### src/rtl/lpd_pkg.sv
`default_nettype none

package lpd_pkg;

  // field widths fixed by the interface
  localparam int unsigned LINE_W     = 12;
  localparam int unsigned PAT_W      = 3;
  localparam int unsigned DUTY_W     = 11;
  localparam int unsigned PWM_W      = 8;
  localparam int unsigned INTERVAL_W = 16;
  localparam int unsigned CFG_ADDR_W = 4;
  localparam int unsigned CFG_DATA_W = 32;

  // request kinds
  localparam logic REQ_TICK  = 1'b0;
  localparam logic REQ_EVENT = 1'b1;

  // switch bitmaps that run a pattern
  localparam logic [PAT_W-1:0] PAT_ALT   = 3'd0;
  localparam logic [PAT_W-1:0] PAT_CHASE = 3'd1;

  // register indexes
  localparam logic [1:0] REG_PWM_PERIOD     = 2'd0;
  localparam logic [1:0] REG_BASE_DUTY      = 2'd1;
  localparam logic [1:0] REG_ALT_INTERVAL   = 2'd2;
  localparam logic [1:0] REG_CHASE_INTERVAL = 2'd3;

  // register reset values
  localparam logic [PWM_W-1:0]      PWM_PERIOD_RST     = 8'd10;
  localparam logic [PWM_W-1:0]      BASE_DUTY_RST      = 8'd1;
  localparam logic [INTERVAL_W-1:0] ALT_INTERVAL_RST   = 16'd500;
  localparam logic [INTERVAL_W-1:0] CHASE_INTERVAL_RST = 16'd100;

  localparam logic [INTERVAL_W-1:0] ELAPSED_MAX = 16'hFFFF;
  localparam logic [DUTY_W-1:0]     MIDDLE_GAIN = 11'd5;

  typedef struct packed {
    logic [PWM_W-1:0]      pwm_period;
    logic [PWM_W-1:0]      base_duty;
    logic [INTERVAL_W-1:0] alt_interval;
    logic [INTERVAL_W-1:0] chase_interval;
  } cfg_t;

  // per-tick commands from the sequencer to the led bank
  typedef struct packed {
    logic             tick;
    logic             clear;
    logic             alt_do;
    logic             alt_first;
    logic             chase_do;
    logic [PWM_W-1:0] pwm_cnt;
  } led_ctl_t;

endpackage

`default_nettype wire

### src/rtl/lpd_cfg_regs.sv
`default_nettype none

module lpd_cfg_regs (
  input  wire logic                             clk,
  input  wire logic                             rst,
  input  wire logic                             psel,
  input  wire logic                             penable,
  input  wire logic                             pwrite,
  input  wire logic [lpd_pkg::CFG_ADDR_W-1:0]   paddr,
  input  wire logic [lpd_pkg::CFG_DATA_W-1:0]   pwdata,
  output logic      [lpd_pkg::CFG_DATA_W-1:0]   prdata,
  output logic                                  pready,
  output lpd_pkg::cfg_t                         cfg
);

  logic [1:0] reg_idx;
  logic       wr_en;

  assign reg_idx = paddr[3:2];
  assign pready  = 1'b1;
  assign wr_en   = psel && penable && pwrite && pready;

  // register writes
  always_ff @(posedge clk) begin
    if (rst) begin
      cfg.pwm_period     <= lpd_pkg::PWM_PERIOD_RST;
      cfg.base_duty      <= lpd_pkg::BASE_DUTY_RST;
      cfg.alt_interval   <= lpd_pkg::ALT_INTERVAL_RST;
      cfg.chase_interval <= lpd_pkg::CHASE_INTERVAL_RST;
    end else if (wr_en) begin
      unique case (reg_idx)
        lpd_pkg::REG_PWM_PERIOD:     cfg.pwm_period     <= pwdata[7:0];
        lpd_pkg::REG_BASE_DUTY:      cfg.base_duty      <= pwdata[7:0];
        lpd_pkg::REG_ALT_INTERVAL:   cfg.alt_interval   <= pwdata[15:0];
        lpd_pkg::REG_CHASE_INTERVAL: cfg.chase_interval <= pwdata[15:0];
        default:                     ;
      endcase
    end
  end

  // read mux
  always_comb begin
    prdata = '0;
    unique case (reg_idx)
      lpd_pkg::REG_PWM_PERIOD:     prdata = 32'(cfg.pwm_period);
      lpd_pkg::REG_BASE_DUTY:      prdata = 32'(cfg.base_duty);
      lpd_pkg::REG_ALT_INTERVAL:   prdata = 32'(cfg.alt_interval);
      lpd_pkg::REG_CHASE_INTERVAL: prdata = 32'(cfg.chase_interval);
      default:                     prdata = '0;
    endcase
  end

endmodule

`default_nettype wire

### src/rtl/lpd_seq.sv
`default_nettype none

module lpd_seq #(
  parameter int unsigned NUM_LEDS = 12,
  parameter int unsigned LW       = $clog2(NUM_LEDS),
  parameter int unsigned SW       = $clog2(NUM_LEDS + 3)
) (
  input  wire logic                          clk,
  input  wire logic                          rst,
  input  wire logic                          proc,
  input  wire logic                          req_type,
  input  wire logic [1:0]                    switch_index,
  input  wire logic                          switch_on,
  input  wire lpd_pkg::cfg_t                 cfg,
  output lpd_pkg::led_ctl_t                  ctl,
  output logic      [3:0][LW-1:0]            chase_idx,
  output logic      [lpd_pkg::PAT_W-1:0]     pattern_next
);

  localparam logic [SW-1:0] STEP_WRAP = SW'(NUM_LEDS + 2);
  localparam logic [SW:0]   LEDS_EXT  = (SW + 1)'(NUM_LEDS);

  logic [lpd_pkg::PAT_W-1:0]      switch_bits;
  logic [SW-1:0]                  step_index;
  logic [lpd_pkg::INTERVAL_W-1:0] elapsed_ticks;
  logic [lpd_pkg::PWM_W-1:0]      pwm_count;
  logic                           needs_clear;

  logic                           tick_do;
  logic                           ev_do;
  logic                           pat_on;
  logic                           act;
  logic [lpd_pkg::INTERVAL_W-1:0] elapsed_inc;
  logic [lpd_pkg::INTERVAL_W-1:0] interval;
  logic [lpd_pkg::PWM_W-1:0]      pwm_cur;
  logic [SW-1:0]                  chase_step;
  logic [SW:0]                    idx_sum;

  assign tick_do = proc && (req_type == lpd_pkg::REQ_TICK);
  assign ev_do   = proc && (req_type == lpd_pkg::REQ_EVENT);
  assign pat_on  = (switch_bits == lpd_pkg::PAT_ALT) || (switch_bits == lpd_pkg::PAT_CHASE);

  // saturating tick count and the pattern's interval check
  assign elapsed_inc = (elapsed_ticks == lpd_pkg::ELAPSED_MAX) ? elapsed_ticks
                                                               : elapsed_ticks + 1'b1;
  assign interval    = (switch_bits == lpd_pkg::PAT_ALT) ? cfg.alt_interval
                                                         : cfg.chase_interval;
  assign act         = pat_on && (elapsed_inc >= interval);

  // pwm counter wraps before the compare
  assign pwm_cur = (pwm_count >= cfg.pwm_period) ? '0 : pwm_count;

  // chaser positions: off, first, middle, last (mod led count)
  assign chase_step = (step_index >= STEP_WRAP) ? '0 : step_index;
  always_comb begin
    idx_sum = '0;
    for (int k = 0; k < 4; k++) begin
      idx_sum = (SW + 1)'(chase_step) + (SW + 1)'(k);
      if (idx_sum >= LEDS_EXT) begin
        idx_sum = idx_sum - LEDS_EXT;
      end
      chase_idx[k] = idx_sum[LW-1:0];
    end
  end

  // commands to the led bank
  always_comb begin
    ctl.tick      = tick_do;
    ctl.clear     = tick_do && pat_on && needs_clear;
    ctl.alt_do    = tick_do && act && (switch_bits == lpd_pkg::PAT_ALT);
    ctl.alt_first = (step_index == '0);
    ctl.chase_do  = tick_do && act && (switch_bits == lpd_pkg::PAT_CHASE);
    ctl.pwm_cnt   = pwm_cur;
  end

  // switch bitmap after an event
  always_comb begin
    pattern_next = switch_bits;
    if (ev_do) begin
      for (int b = 0; b < lpd_pkg::PAT_W; b++) begin
        if (switch_index == 2'(b)) begin
          pattern_next[b] = switch_on;
        end
      end
    end
  end

  // sequencer state
  always_ff @(posedge clk) begin
    if (rst) begin
      switch_bits   <= '0;
      step_index    <= '0;
      elapsed_ticks <= '0;
      pwm_count     <= '0;
      needs_clear   <= 1'b1;
    end else if (ev_do) begin
      switch_bits   <= pattern_next;
      step_index    <= '0;
      needs_clear   <= 1'b1;
      elapsed_ticks <= lpd_pkg::ELAPSED_MAX;
    end else if (tick_do) begin
      elapsed_ticks <= act ? '0 : elapsed_inc;
      pwm_count     <= pwm_cur + 1'b1;
      if (pat_on) begin
        needs_clear <= 1'b0;
      end
      if (ctl.alt_do) begin
        step_index <= (step_index == '0) ? SW'(1) : '0;
      end else if (ctl.chase_do) begin
        step_index <= chase_step + 1'b1;
      end
    end
  end

  // checks
  a_step_range: assert property (@(posedge clk) disable iff (rst)
    step_index <= STEP_WRAP)
    else $error("step index beyond chaser wrap");

  a_event_arms: assert property (@(posedge clk) disable iff (rst)
    ev_do |=> needs_clear && (elapsed_ticks == lpd_pkg::ELAPSED_MAX) && (step_index == '0))
    else $error("event did not arm clear and first action");

  a_pwm_advance: assert property (@(posedge clk) disable iff (rst)
    tick_do |=> (pwm_count != '0))
    else $error("pwm count did not advance on tick");

  a_action_resets: assert property (@(posedge clk) disable iff (rst)
    (tick_do && act) |=> (elapsed_ticks == '0))
    else $error("elapsed ticks not cleared by pattern action");

endmodule

`default_nettype wire

### src/rtl/lpd_led_bank.sv
`default_nettype none

module lpd_led_bank #(
  parameter int unsigned NUM_LEDS = 12,
  parameter int unsigned LW       = $clog2(NUM_LEDS)
) (
  input  wire logic                         clk,
  input  wire logic                         rst,
  input  wire lpd_pkg::led_ctl_t            ctl,
  input  wire logic [3:0][LW-1:0]           chase_idx,
  input  wire logic [lpd_pkg::PWM_W-1:0]    base_duty,
  output logic      [NUM_LEDS-1:0]          lines
);

  logic [NUM_LEDS-1:0][lpd_pkg::DUTY_W-1:0] led_duty;
  logic [NUM_LEDS-1:0][lpd_pkg::DUTY_W-1:0] led_duty_next;
  logic [NUM_LEDS-1:0]                      led_enable;
  logic [NUM_LEDS-1:0]                      led_enable_next;
  logic [lpd_pkg::DUTY_W-1:0]               duty_base;
  logic [lpd_pkg::DUTY_W-1:0]               duty_mid;

  assign duty_base = lpd_pkg::DUTY_W'(base_duty);
  assign duty_mid  = duty_base * lpd_pkg::MIDDLE_GAIN;

  // clear, then pattern action, then pwm compare, all per led
  always_comb begin
    for (int i = 0; i < NUM_LEDS; i++) begin
      led_duty_next[i]   = led_duty[i];
      led_enable_next[i] = led_enable[i];
      if (ctl.clear) begin
        led_duty_next[i]   = duty_base;
        led_enable_next[i] = 1'b0;
      end
      if (ctl.alt_do) begin
        if (ctl.alt_first) begin
          led_duty_next[i]   = duty_base;
          led_enable_next[i] = ~i[0];
        end else begin
          led_enable_next[i] = i[0];
        end
      end
      if (ctl.chase_do) begin
        if (chase_idx[0] == LW'(i)) begin
          led_enable_next[i] = 1'b0;
        end
        if (chase_idx[1] == LW'(i) || chase_idx[3] == LW'(i)) begin
          led_enable_next[i] = 1'b1;
          led_duty_next[i]   = duty_base;
        end
        if (chase_idx[2] == LW'(i)) begin
          led_enable_next[i] = 1'b1;
          led_duty_next[i]   = duty_mid;
        end
      end
      lines[i] = led_enable_next[i] &&
                 (lpd_pkg::DUTY_W'(ctl.pwm_cnt) < led_duty_next[i]);
    end
  end

  // led state
  always_ff @(posedge clk) begin
    if (rst) begin
      led_duty   <= '0;
      led_enable <= '0;
    end else if (ctl.tick) begin
      led_duty   <= led_duty_next;
      led_enable <= led_enable_next;
    end
  end

endmodule

`default_nettype wire

### src/rtl/led_pattern_pwm_driver_core.sv
// a request is held in the input register, then its result in the result register on m_tdata
// throughput: one request per cycle unless m_tready stalls it; only a tick updates led state
// a stalled result holds the input register, so s_tready follows m_tready while both are full
// reset (rst, synchronous, active high): leds disabled with zero duty, pattern 0, pending clear
// armed, counters zero, registers at their default values
`default_nettype none

module led_pattern_pwm_driver_core #(
  parameter int unsigned NUM_LEDS = 12
) (
  input  wire logic                           clk,
  input  wire logic                           rst,
  // apb configuration
  input  wire logic                           psel,
  input  wire logic                           penable,
  input  wire logic                           pwrite,
  input  wire logic [lpd_pkg::CFG_ADDR_W-1:0] paddr,
  input  wire logic [lpd_pkg::CFG_DATA_W-1:0] pwdata,
  output logic      [lpd_pkg::CFG_DATA_W-1:0] prdata,
  output logic                                pready,
  // request stream
  input  wire logic                           s_tvalid,
  output logic                                s_tready,
  input  wire logic [7:0]                     s_tdata,  // switch_index[1:0], switch_on[2]
  input  wire logic                           s_tuser,  // req_type[0]
  // result stream
  output logic                                m_tvalid,
  input  wire logic                           m_tready,
  output logic      [15:0]                    m_tdata   // led_lines[11:0], active_pattern[14:12]
);

  localparam int unsigned LW = $clog2(NUM_LEDS);
  localparam int unsigned SW = $clog2(NUM_LEDS + 3);

  lpd_pkg::cfg_t     cfg;
  lpd_pkg::led_ctl_t ctl;

  logic                          in_valid;
  logic                          in_req_type;
  logic [1:0]                    in_switch_index;
  logic                          in_switch_on;
  logic                          proc;
  logic [3:0][LW-1:0]            chase_idx;
  logic [lpd_pkg::PAT_W-1:0]     pattern_next;
  logic [NUM_LEDS-1:0]           bank_lines;
  logic [lpd_pkg::LINE_W-1:0]    tick_lines;
  logic [lpd_pkg::LINE_W-1:0]    last_lines;
  logic [lpd_pkg::LINE_W-1:0]    res_lines;

  lpd_cfg_regs u_cfg (
    .clk     (clk),
    .rst     (rst),
    .psel    (psel),
    .penable (penable),
    .pwrite  (pwrite),
    .paddr   (paddr),
    .pwdata  (pwdata),
    .prdata  (prdata),
    .pready  (pready),
    .cfg     (cfg)
  );

  // input register
  assign proc     = in_valid && (!m_tvalid || m_tready);
  assign s_tready = !in_valid || proc;

  always_ff @(posedge clk) begin
    if (rst) begin
      in_valid <= 1'b0;
    end else if (s_tready) begin
      in_valid <= s_tvalid;
    end
  end

  always_ff @(posedge clk) begin
    if (s_tvalid && s_tready) begin
      in_req_type     <= s_tuser;
      in_switch_index <= s_tdata[1:0];
      in_switch_on    <= s_tdata[2];
    end
  end

  lpd_seq #(
    .NUM_LEDS (NUM_LEDS),
    .LW       (LW),
    .SW       (SW)
  ) u_seq (
    .clk          (clk),
    .rst          (rst),
    .proc         (proc),
    .req_type     (in_req_type),
    .switch_index (in_switch_index),
    .switch_on    (in_switch_on),
    .cfg          (cfg),
    .ctl          (ctl),
    .chase_idx    (chase_idx),
    .pattern_next (pattern_next)
  );

  lpd_led_bank #(
    .NUM_LEDS (NUM_LEDS),
    .LW       (LW)
  ) u_bank (
    .clk       (clk),
    .rst       (rst),
    .ctl       (ctl),
    .chase_idx (chase_idx),
    .base_duty (cfg.base_duty),
    .lines     (bank_lines)
  );

  // leds beyond the visible line count are dropped
  always_comb begin
    tick_lines = '0;
    for (int i = 0; i < lpd_pkg::LINE_W; i++) begin
      if (i < NUM_LEDS) begin
        tick_lines[i] = bank_lines[i];
      end
    end
  end

  assign res_lines = ctl.tick ? tick_lines : last_lines;

  always_ff @(posedge clk) begin
    if (rst) begin
      last_lines <= '0;
    end else if (ctl.tick) begin
      last_lines <= tick_lines;
    end
  end

  // result register
  always_ff @(posedge clk) begin
    if (rst) begin
      m_tvalid <= 1'b0;
    end else if (proc) begin
      m_tvalid <= 1'b1;
    end else if (m_tready) begin
      m_tvalid <= 1'b0;
    end
  end

  always_ff @(posedge clk) begin
    if (proc) begin
      m_tdata <= {1'b0, pattern_next, res_lines};
    end
  end

endmodule

`default_nettype wire
### config.mk
export PLATFORM = sky130hd
export DESIGN_NAME = led_pattern_pwm_driver_core
export DESIGN_NICKNAME = d
export VERILOG_FILES = /design/src/rtl/lpd_pkg.sv /design/src/rtl/lpd_cfg_regs.sv /design/src/rtl/lpd_seq.sv /design/src/rtl/lpd_led_bank.sv /design/src/rtl/led_pattern_pwm_driver_core.sv
export SDC_FILE = /design/constraint.sdc
export NUM_CORES = 1
export LEC_CHECK = 0
export ABC_AREA = 1
export BUFFER_PORTS_ARGS = -buffer_cell sky130_fd_sc_hd__buf_2
export CAP_MARGIN = 20
export CORE_MARGIN = 5
export CORE_UTILIZATION = 40
export DETAILED_ROUTE_END_ITERATION = 8
export GPL_TIMING_DRIVEN = 0
export PLACE_DENSITY_LB_ADDON = 0.1
export SYNTH_ARGS = -nofsm -noshare
export SYNTH_HDL_FRONTEND = slang
export SYNTH_SLANG_ARGS = --single-unit
### constraint.sdc
create_clock -name clk -period 8.1 [get_ports clk]
set_input_delay 1.62 -clock clk [delete_from_list [all_inputs] [get_ports clk]]
set_output_delay 1.62 -clock clk [all_outputs]
set_load 0.02 [all_outputs]
Yosys cells after proc, flatten, opt, wreduce, memory -nomap -nowiden
Cells that the tools add are included.

Register bits after elaboration: 257. Bits of input ports: 52. Output and inout bits: 51. Word-level logic and storage cells: 340.

$add $sub $neg: 10. $mul: 1. $lt $le $gt $ge: 19. Equality and inequality tests: 51. Multiplexer cells: 168. Bitwise gates (word level): 2. Reductions and logical operators: 60.

Operators with widths (count): two-way mux 11 bit (72); < comparator 8 x 11 -> 1 bit (12); one-hot mux 32 bit (4 select lines) (1); two-way mux 1 bit (80); two-way mux 16 bit (5); equality test 4 x 3 -> 1 bit (second input constant) (16); equality test 4 bit (second input constant) (16); equality test 4 x 2 -> 1 bit (second input constant) (8); two-way mux 4 bit (7); logical AND 1 bit (24); logical NOT 4 bit (5); adder 16 x 1 -> 16 bit (second input constant) (1); equality test 16 bit (second input constant) (1); equality test 4 x 1 -> 1 bit (second input constant) (4); >= comparator 16 bit (1); subtractor 4 bit (second input constant) (4); >= comparator 5 x 4 -> 1 bit (second input constant) (3); logical OR 1 bit (15); AND reduction 2 bit (7); two-way mux 12 bit (1); multiplier 8 x 3 -> 11 bit (second input constant) (1); adder 4 x 2 -> 5 bit (second input constant) (2); adder 8 x 1 -> 8 bit (second input constant) (1); >= comparator 4 bit (second input constant) (2); other kinds (14) (22).

Depth between registers and ports, before layout
Gate-level depths: netlist (run 1).

Depth after elaboration: 15. Mapped depth: 36. Depth with buffers taken out: 35.

Hierarchy
Synthesis (run 1) repeated with hierarchy kept, for this count alone.

Cell total of the unflattened synthesis: 2660. Area, all modules: 17742.0 sq um.

Modules (own cells, without submodules): lpd_led_bank (instances 1, cells each 1746, area an instance 11193.2 sq um); lpd_seq (instances 1, cells each 466, area an instance 3044.2 sq um); lpd_cfg_regs (instances 1, cells each 351, area an instance 2366.0 sq um); led_pattern_pwm_driver_core (instances 1, cells each 97, area an instance 1138.6 sq um).

Worst setup path after synthesis (run 1)
No wires, ideal clock.

Path type: reg2reg. Start point: register u_seq.elapsed_ticks[0] in the netlist's numbering. End point: register m_tdata[4] (data pin). Arrival time: 4.472 ns. Data required time: 7.968 ns. Path slack: 3.496 ns. Cell stages (with the launch flop): 34. Path buffers: 2. Clock period less this slack: 4.604 ns. Cells stage by stage: dfxtp_1 > ha_1 > inv_1 > nor3_1 > nand3_1 > nor3_1 > nand2_1 > nor2_1 > inv_1 > nand2_1 > xor2_1 > ha_1 > nand2_1 > inv_1 > o21bai_1 > nand2_1 > a21oi_1 > nand3_2 > nand4_2 > nand2_2 > inv_2 > buf_2 > buf_1 > nand2_1 > nand3_1 > o221ai_1 > ha_1 > a21oi_1 > nor2_1 > a211oi_1 > nor2_1 > nor2_1 > nand2_1 > nand2_1.

Longest elaborated chain between the ends: 13. Elaborated cells between the ends (all ways): 20. Those cells by class: add/sub (1); order compare (2); eq/ne (1); mux (11); reduce/logical (5).

RTL lines: from (decl) (RTL line lpd_seq.sv:25) `logic [lpd_pkg::INTERVAL_W-1:0] elapsed_ticks;`; from (signal assigned) (RTL line lpd_seq.sv:100) `elapsed_ticks <= lpd_pkg::ELAPSED_MAX;`; from (signal assigned) (RTL line lpd_seq.sv:102) `elapsed_ticks <= act ? '0 : elapsed_inc;`; adder 16 x 1 -> 16 bit or equality test 16 bit (tied branches) (RTL line lpd_seq.sv:45, lpd_seq.sv:44); two-way mux 16 bit (*) (RTL line lpd_seq.sv:44) `assign elapsed_inc = (elapsed_ticks == lpd_pkg::ELAPSED_MAX) ? elapsed_ticks`; >= comparator 16 bit (*) (RTL line lpd_seq.sv:48) `assign act = pat_on && (elapsed_inc >= interval);`; logical AND 1 bit (*) (RTL line lpd_seq.sv:48); logical AND 1 bit (*) (RTL line lpd_seq.sv:70, lpd_seq.sv:72); logical AND 1 bit (RTL line lpd_seq.sv:70) `ctl.alt_do = tick_do && act && (switch_bits == lpd_pkg::PAT_ALT);`; two-way mux 11 bit or two-way mux 1 bit (tied branches) (RTL line lpd_led_bank.sv:34) `if (ctl.alt_do) begin`; two-way mux 11 bit or two-way mux 1 bit (tied branches) (RTL line lpd_led_bank.sv:46, lpd_led_bank.sv:43); two-way mux 11 bit or two-way mux 1 bit (tied branches) (RTL line lpd_led_bank.sv:50, lpd_led_bank.sv:46); two-way mux 11 bit or two-way mux 1 bit (tied branches) (RTL line lpd_led_bank.sv:42, lpd_led_bank.sv:50); < comparator 8 x 11 -> 1 bit or two-way mux 1 bit (tied branches) (RTL line lpd_led_bank.sv:56, lpd_led_bank.sv:42); logical AND 1 bit (*) (RTL line lpd_led_bank.sv:55) `lines[i] = led_enable_next[i] &&`; two-way mux 12 bit (*); via res_lines, one bit (RTL line led_pattern_pwm_driver_core.sv:48) `logic [lpd_pkg::LINE_W-1:0] res_lines;`; to (signal assigned) (RTL line led_pattern_pwm_driver_core.sv:145) `m_tdata <= {1'b0, pattern_next, res_lines};`; to (decl) (RTL line led_pattern_pwm_driver_core.sv:29) `output logic [15:0] m_tdata`.

The timed path passes the listed nets; every way through them passes the cells marked *. A chain may end at the register's enable or synchronous reset.

Worst setup path after layout (run 1)
Start point: register u_seq.elapsed_ticks[0] in the netlist's numbering. End point: register last_lines[7] in the netlist's numbering.

Longest elaborated chain between the ends: 13. Elaborated cells between the ends (all ways): 20. Those cells by class: add/sub (1); order compare (2); eq/ne (1); mux (11); reduce/logical (5).

RTL lines: adder 16 x 1 -> 16 bit or equality test 16 bit (tied branches) (RTL line lpd_seq.sv:45, lpd_seq.sv:44); two-way mux 16 bit (*) (RTL line lpd_seq.sv:44); >= comparator 16 bit (*) (RTL line lpd_seq.sv:48); logical AND 1 bit (*) (RTL line lpd_seq.sv:48); logical AND 1 bit (*) (RTL line lpd_seq.sv:70, lpd_seq.sv:72); logical AND 1 bit (RTL line lpd_seq.sv:70); two-way mux 11 bit or two-way mux 1 bit (tied branches) (RTL line lpd_led_bank.sv:34); two-way mux 11 bit or two-way mux 1 bit (tied branches) (RTL line lpd_led_bank.sv:46, lpd_led_bank.sv:43); two-way mux 11 bit or two-way mux 1 bit (tied branches) (RTL line lpd_led_bank.sv:50, lpd_led_bank.sv:46); two-way mux 11 bit or two-way mux 1 bit (tied branches) (RTL line lpd_led_bank.sv:42, lpd_led_bank.sv:50); < comparator 8 x 11 -> 1 bit or two-way mux 1 bit (tied branches) (RTL line lpd_led_bank.sv:56, lpd_led_bank.sv:42); logical AND 1 bit (*) (RTL line lpd_led_bank.sv:55); two-way mux 12 bit (*); to (signal assigned) (RTL line led_pattern_pwm_driver_core.sv:128) `last_lines <= tick_lines;`; to (decl) (RTL line led_pattern_pwm_driver_core.sv:47) `logic [lpd_pkg::LINE_W-1:0] last_lines;`.

Every way passes the cells marked *; elsewhere a longest branch is shown, timed or not.

==> run_results.csv, run 1 <==
group,metric,value,unit
floorplanning,rows,72,
floorplanning,io_pins,103,
detailed_routing,drcViolationCount,0,
detailed_routing,drt-initial-drc-count,1378,
final_layout,fillers,4073,
synthesis,synth_edf_count,19,
worst_setup_path,required,8610,ps
final_layout,final_cells,2867,
floorplanning,start_util,0.406,
clock_tree,clock_insertion_delay_worst_skew,580,ps
synthesis,syn_avg_cell_area,7.13,um^2
clock_tree,cts_tree,"done",
detailed_routing,vias,15717,
timing,max_freq,153,MHz
final_layout,register_area,5340,um^2
placement,gp_congestion,0.968,
synthesis,syn_inst,2210,
floorplanning,die_x,209,um
synthesis,synth_area,15800,um^2
timing,worst_pin_slew,974,ps
synthesis,yosys_most_used_dff,"dfxtp_1",
timing,relSlewSlack,0.350,
power_and_ir_drop,power_density,187,nW/um^2
grt,grt_antenna_before_repair,0,
placement,dp_hpwl,43900,um
timing,rsz0062_at_grt,"no",
final_layout,fin_util,0.463,
grt,grt_pass1_wl,87700,um
detailed_routing,wl,57600,um
synthesis,synth_top_area_frac,0.302,
placement,placed_area,16900,um^2
timing,period_share,0.808,
timing,hold_violations,0,
clock_tree,clock-sinks,257,
final_layout,syn2layout_area_growth,14.0,%
placement,numPortBuffers,61,
synthesis,synth_warnings,0,
min_path,hp-class,"reg -> reg",
clock_tree,post-cts-setup-buffer-count,0,
timing,drv_slew,0,
floorplanning,dieArea,43500,um^2
synthesis,yosysSeqAreaShare,0.338,
clock_tree,cts-buffers-inserted,31,
detailed_routing,wire_per_inst,20.1,um
synthesis,synthArstFlopShare,0,
timing,finClkSkew,22.3,ps
clock_tree,cts.clk_slew.worst_paths,60,ps
final_layout,multi_input_area,9090,um^2
clock_tree,clock-root-buffer,"clkbuf_16",
clock_tree,cts_max_level,1,
worst_setup_path,cpMaxStageDelayCell,"nor2_1",
timing,setup_viol,0,
synthesis,synth_most_common_cell,"nand2_1",
final_layout,n_antenna_cell,0,
final_layout,drive_gt1_frac,0.106,
floorplanning,core_area,38800,um^2
floorplanning,dieHeight,209,um
synthesis,yosys-top-cells-area,"dfxtp_1, nand2_1, ha_1",
timing,setup_tns,0,ps
synthesis,synth.distinct_cells,59,
timing,fin_crit,6550,ps
worst_setup_path,critical_path.max_fanout,10,
worst_setup_path,cp-end-kind,"flip-flop",
worst_setup_path,path_class,"reg -> reg",
grt,grt_pass1_vias,14528,
clock_tree,cts_resized,0,
power_and_ir_drop,ir_worst_vdd,0.143,mV
job,cap_violations,0,
synthesis,synth_common_cells,"nand2_1, nor2_1, dfxtp_1",
final_layout,finalNetCount,2506,
final_layout,fin_area,18000,um^2
grt,grt_max_degree,25,
worst_setup_path,slowest_delay,510,ps
worst_setup_path,path_buf_inv,5,
grt,grt_usage,0.255,
worst_setup_path,critPathTopFamily,"simple AND/OR/NAND/NOR gates",
synthesis,synth_top_cell_by_area,"dfxtp_1",
synthesis,synth_seq_cells,257,
placement,dp_cells,2810,
run_status,status,"completed",
clock_tree,clock_path_buffers,3,
clock_tree,hold_buffers,0,
detailed_routing,routed_via_density,5.48,
grt,globalRouteOverflowTotal,0,
detailed_routing,ant_nets,0,
detailed_routing,drt_pass1_iterations,7,
worst_setup_path,cp-start-kind,"flip-flop",
power_and_ir_drop,p_leak,8.15,nW
worst_setup_path,worstPathArrival,7050,ps
area by class of cell:
| class | count | share of cell area |
|---|---|---|
| Multi-Input combinational cell | 1634 | 0.505 |
| Tap cell | 518 | 0.0360 |
| Buffer | 112 | 0.0322 |
| Timing Repair Buffer | 67 | 0.0223 |
| Clock inverter | 9 | 0.00967 |
| Clock buffer | 47 | 0.0509 |
| Inverter | 223 | 0.0467 |
| Sequential cell | 257 | 0.297 |
flip-flops by register name, indices dropped and copies added (netlist names):
register             count
u_seq.elapsed_ticks     16
last_lines              12
u_seq.needs_clear        1
u_seq.step_index         4
m_tdata                 15
u_cfg.cfg               48
u_seq.pwm_count          8
u_seq.switch_bits        3
in_valid                 1
u_bank.led_enable       12
in_switch_on             1
m_tvalid                 1
in_switch_index          2
u_bank.led_duty        132
in_req_type              1
layer usage:
| metal | global-route usage | routed length (um) | vias up |
|---|---|---|---|
| li1 | - | - | 7674 |
| met1 | 0.380 | 27400 | 7354 |
| met4 | 0.0506 | 1220 | 0 |
| met2 | 0.388 | 24500 | 609 |
| met3 | 0.0444 | 4580 | 80 |
| met5 | 0 | 0 | - |
tightest hold or removal path: stages (launching register included):
cell     delay, ps
dfxtp_1        300
nand3_2         70
a21oi_1         50
cells in the final DEF, fill, tap and decap left out, drive strengths merged:
cell	Yosys	routed
nand3	187	187
xor2	8	8
o211ai	36	36
buf	53	120
nand3b	4	4
or2	3	3
nor3	20	20
nand2	507	507
a32oi	1	1
dfxtp	238	238
a2bb2oi	1	1
o21ai	105	105
o22ai	17	17
a22oi	4	4
nor2	307	307
o221ai	50	50
a21boi	3	3
xnor2	3	3
ha	127	127
o21bai	2	2
inv	221	222
conb	2	18
bufinv	0	5
edfxtp	19	19
nor4	3	3
a21oi	153	153
mux2i	4	4
a221oi	2	2
a32o	9	9
a211oi	19	19
a31o	1	1
o2111ai	12	12
mux2	1	1
and2	1	1
nand4	20	20
fa	1	1
o21a	2	2
clkbuf	59	106
a31oi	3	3
clkinv	2	5
logic make-up (layout without fill, tap and decap cells):
kind of cell / count (synthesis) / after routing / synth area share
simple gates: 1052 / 1052 / 0.294
compound gates: 420 / 420 / 0.166
buf+inv: 335 / 458 / 0.0900
flops: 257 / 257 / 0.338
fa+ha+maj: 128 / 128 / 0.102
xor+xnor: 11 / 11 / 0.00611
mux: 5 / 5 / 0.00325
other cells: 2 / 18 / 0.000476
where the power goes:
group	switching, mW	internal [mW]
Clock	0.573	0.931
Sequential	0.0205	1.33
Combinational	0.341	0.160
Total	0.934	2.42
through the flow:
stage | worst slack [ps] | power [mW] | hold slack (ps)
final | 1550 | 3.35 | 471
after global routing | 910 | 3.48 | 482
after CTS | 1600 | 3.36 | 471
after detailed placement | 1650 | 1.87 | 464
after global placement | 1710 | 1.86 | 457
after floorplan | 3500 | 1.71 | 444
worst paths after layout:
kind / from / endpoint / slack [ps] / cells past startpoint
worst max-delay path: u_seq.elapsed_ticks[0]$_SDFFE_PP0P_ / last_lines[7]$_SDFF_PP0_ / 1550 / 32
worst min-delay path: u_bank.led_duty[20]$_SDFFE_PP0P_ / u_bank.led_duty[20]$_SDFFE_PP0P_ / 470 / 2
worst max register to register: u_seq.elapsed_ticks[0]$_SDFFE_PP0P_ / last_lines[7]$_SDFF_PP0_ / 1550 / 32
worst min register to register: u_bank.led_duty[20]$_SDFFE_PP0P_ / u_bank.led_duty[20]$_SDFFE_PP0P_ / 470 / 2
Power figures use the tool's default switching activity.
==> run 2, diff against run 1 <==
==> constraint.sdc (replaced) <==
create_clock -name clk -period 5.3 [get_ports clk]
set_input_delay 1.06 -clock clk [delete_from_list [all_inputs] [get_ports clk]]
set_output_delay 1.06 -clock clk [all_outputs]
set_load 0.02 [all_outputs]
==> run 2 against run 1 <==
Maximum frequency is 30% higher. Largest cell class unchanged. Clock skew is 1.5 ps lower. Clock power up 53%.
==> run_results.csv, run 2 (same netlist as run 1, synthesis figures left out) <==
group,metric,value,unit
worst_setup_path,r2r-end,"m_tdata[3]$_DFFE_PP_",
worst_setup_path,cp-start-kind,"flip-flop",
floorplanning,dieHeight,209,um
timing,hold_violations,0,
grt,grt_max_degree,25,
detailed_routing,routed_via_density,5.49,
min_path,hold_path_end,"last_lines[5]$_SDFF_PP0_",
worst_setup_path,rrSetupSlack,260,ps
floorplanning,core_area,38800,um^2
clock_tree,clock-sinks,257,
detailed_routing,ant_nets,0,
clock_tree,clock-root-buffer,"clkbuf_16",
final_layout,syn2layout_area_growth,18.6,%
placement,numPortBuffers,61,
grt,grt_usage,0.255,
placement,gp_congestion,0.968,
final_layout,drive_gt1_frac,0.151,
final_layout,largest_reg_flops,132,
power_and_ir_drop,p_total,5.20,mW
floorplanning,start_util,0.406,
timing,max_freq,199,MHz
clock_tree,clock_insertion_delay_worst_skew,590,ps
worst_setup_path,r2r-start,"u_seq.elapsed_ticks[0]$_SDFFE_PP0P_",
detailed_routing,wl,58100,um
floorplanning,dieArea,43500,um^2
final_layout,final_cell_mix,"nand2_1, nor2_1, dfxtp_1",
timing,finClkSkew,20.7,ps
timing,fin_crit,5040,ps
grt,grt_antenna_before_repair,0,
worst_setup_path,critical_path.max_fanout,10,
min_path,hp-start,"last_lines[5]$_SDFF_PP0_",
worst_setup_path,r2r_cells,31,
timing,fin_ws,262,ps
min_path,hold_path_depth,2,
clock_tree,clock_path_buffers,3,
floorplanning,rows,72,
clock_tree,cts_max_level,1,
final_layout,reg_top3,"u_bank.led_duty x132, u_cfg.cfg x48, u_seq.elapsed_ticks x16",
grt,globalRouteOverflowTotal,0,
worst_setup_path,cp-end-kind,"flip-flop",
detailed_routing,drt_pass1_iterations,5,
timing,rsz0062_at_grt,"yes",
timing,worst_pin_slew,978,ps
timing,setup_tns,0,ps
placement,dp_hpwl,43900,um
worst_setup_path,path_class,"reg -> reg",
final_layout,fin_util,0.482,
worst_setup_path,cpMaxStageDelayCell,"dfxtp_4",
power_and_ir_drop,power_density,278,nW/um^2
final_layout,multi_input_area,9480,um^2
floorplanning,io_pins,103,
detailed_routing,drt-initial-drc-count,1457,
timing,setup_viol,0,
timing,period_share,0.951,
grt,grt_pass1_wl,87900,um
job,cap_violations,0,
worst_setup_path,slowest_delay,380,ps
final_layout,register_area,5340,um^2
detailed_routing,drcViolationCount,0,
clock_tree,cts.clk_slew.worst_paths,60,ps
floorplanning,die_x,209,um
power_and_ir_drop,p_leak,8.41,nW
clock_tree,cts_tree,"done",
worst_setup_path,critPathMostFrequentCell,"nand2_1",
final_layout,top_register,"u_bank.led_duty",
timing,drv_slew,0,
final_layout,n_antenna_cell,0,
placement,dp_slack,-1150,ps
grt,grt_pass1_vias,14556,
final_layout,final_common_cell,"nand2_1",
worst_setup_path,required,5630,ps
worst_setup_path,worstPathArrival,5370,ps
run_status,status,"completed",
timing,relSlewSlack,0.347,
final_layout,fillers,3991,
detailed_routing,wire_per_inst,20.1,um
clock_tree,cts-buffers-inserted,31,
final_layout,finalNetCount,2529,
detailed_routing,vias,15871,
min_path,hp-class,"reg -> reg",
power_and_ir_drop,ir_worst_vdd,0.217,mV
-- run 2: changes by cell type in the layout (fill, tap and decap cells not counted), moves of 8 or more --
cell / delta
buf_4: +23
nor2_1: -18
nand2_1: -15
nor2_2: +13
nand2_2: +11
o221ai_1: -8
o221ai_2: +8
-- run 2: power by group --
part / internal (mW) / switching [mW]
Sequential: 2.03 / 0.0337
Clock: 1.42 / 0.879
Combinational: 0.284 / 0.548
-- run 2: through the flow --
step / instances / hold slack [ps] / instance area (um^2)
after detailed placement: 2810 / 464 / 16900
after floorplan: 2226 / 444 / 15800
after CTS: 2873 / 471 / 18200
final: 2890 / 472 / 18700
after global placement: 2805 / 457 / 16800
after global routing: 2890 / 482 / 18700
-- run 2: timing repair --
item	CTS	global route
cloned	0	0
hold buffers	0	0
resized for setup	41	106
buffers inserted	8	16
pin swaps	3	25
endpoints found under the setup margin	30	24
-- run 2: cell type report --
type / instances / area share
Multi-Input combinational cell: 1634 / 0.507
Buffer: 111 / 0.0369
Clock buffer: 47 / 0.0490
Inverter: 223 / 0.0459
Tap cell: 518 / 0.0347
Clock inverter: 9 / 0.00930
Timing Repair Buffer: 91 / 0.0319
Sequential cell: 257 / 0.286
-- run 2: worst max path at each step --
stage | start | endpoint | slack (ps) | cells past startpoint
final | u_seq.elapsed_ticks[0]$_SDFFE_PP0P_ | m_tdata[3]$_DFFE_PP_ | 260 | 31
after global routing | u_seq.elapsed_ticks[0]$_SDFFE_PP0P_ | m_tdata[7]$_DFFE_PP_ | -70 | 32
after CTS | u_seq.elapsed_ticks[0]$_SDFFE_PP0P_ | m_tdata[5]$_DFFE_PP_ | 1 | 34
after detailed placement | u_seq.elapsed_ticks[0]$_SDFFE_PP0P_ | last_lines[1]$_SDFF_PP0_ | -1150 | 32
after global placement | u_seq.elapsed_ticks[0]$_SDFFE_PP0P_ | m_tdata[1]$_DFFE_PP_ | -1090 | 32
after floorplan | u_seq.elapsed_ticks[0]$_SDFFE_PP0P_ | m_tdata[4]$_DFFE_PP_ | 700 | 33
-- run 2: layer usage --
| metal | GRT usage | share of wire | wire [um] | vias to the layer above |
|---|---|---|---|---|
| li1 | - | - | - | 7716 |
| met1 | 0.381 | 0.47 | 27100 | 7441 |
| met2 | 0.388 | 0.43 | 24800 | 622 |
| met3 | 0.0464 | 0.087 | 5050 | 92 |
| met4 | 0.0497 | 0.022 | 1260 | 0 |
| met5 | 0 | 0 | 0 | - |
-- run 2: critical path: cells and delay by family (launching register included) --
kind                     cells  cell delay [ps]
AO/OA/AOI/OAI                1              210
XOR/XNOR                     1              100
adder cells (fa/ha/maj)      3              720
buffers and inverters        6              690
flip-flops                   1              380
AND/OR/NAND/NOR             20             2680
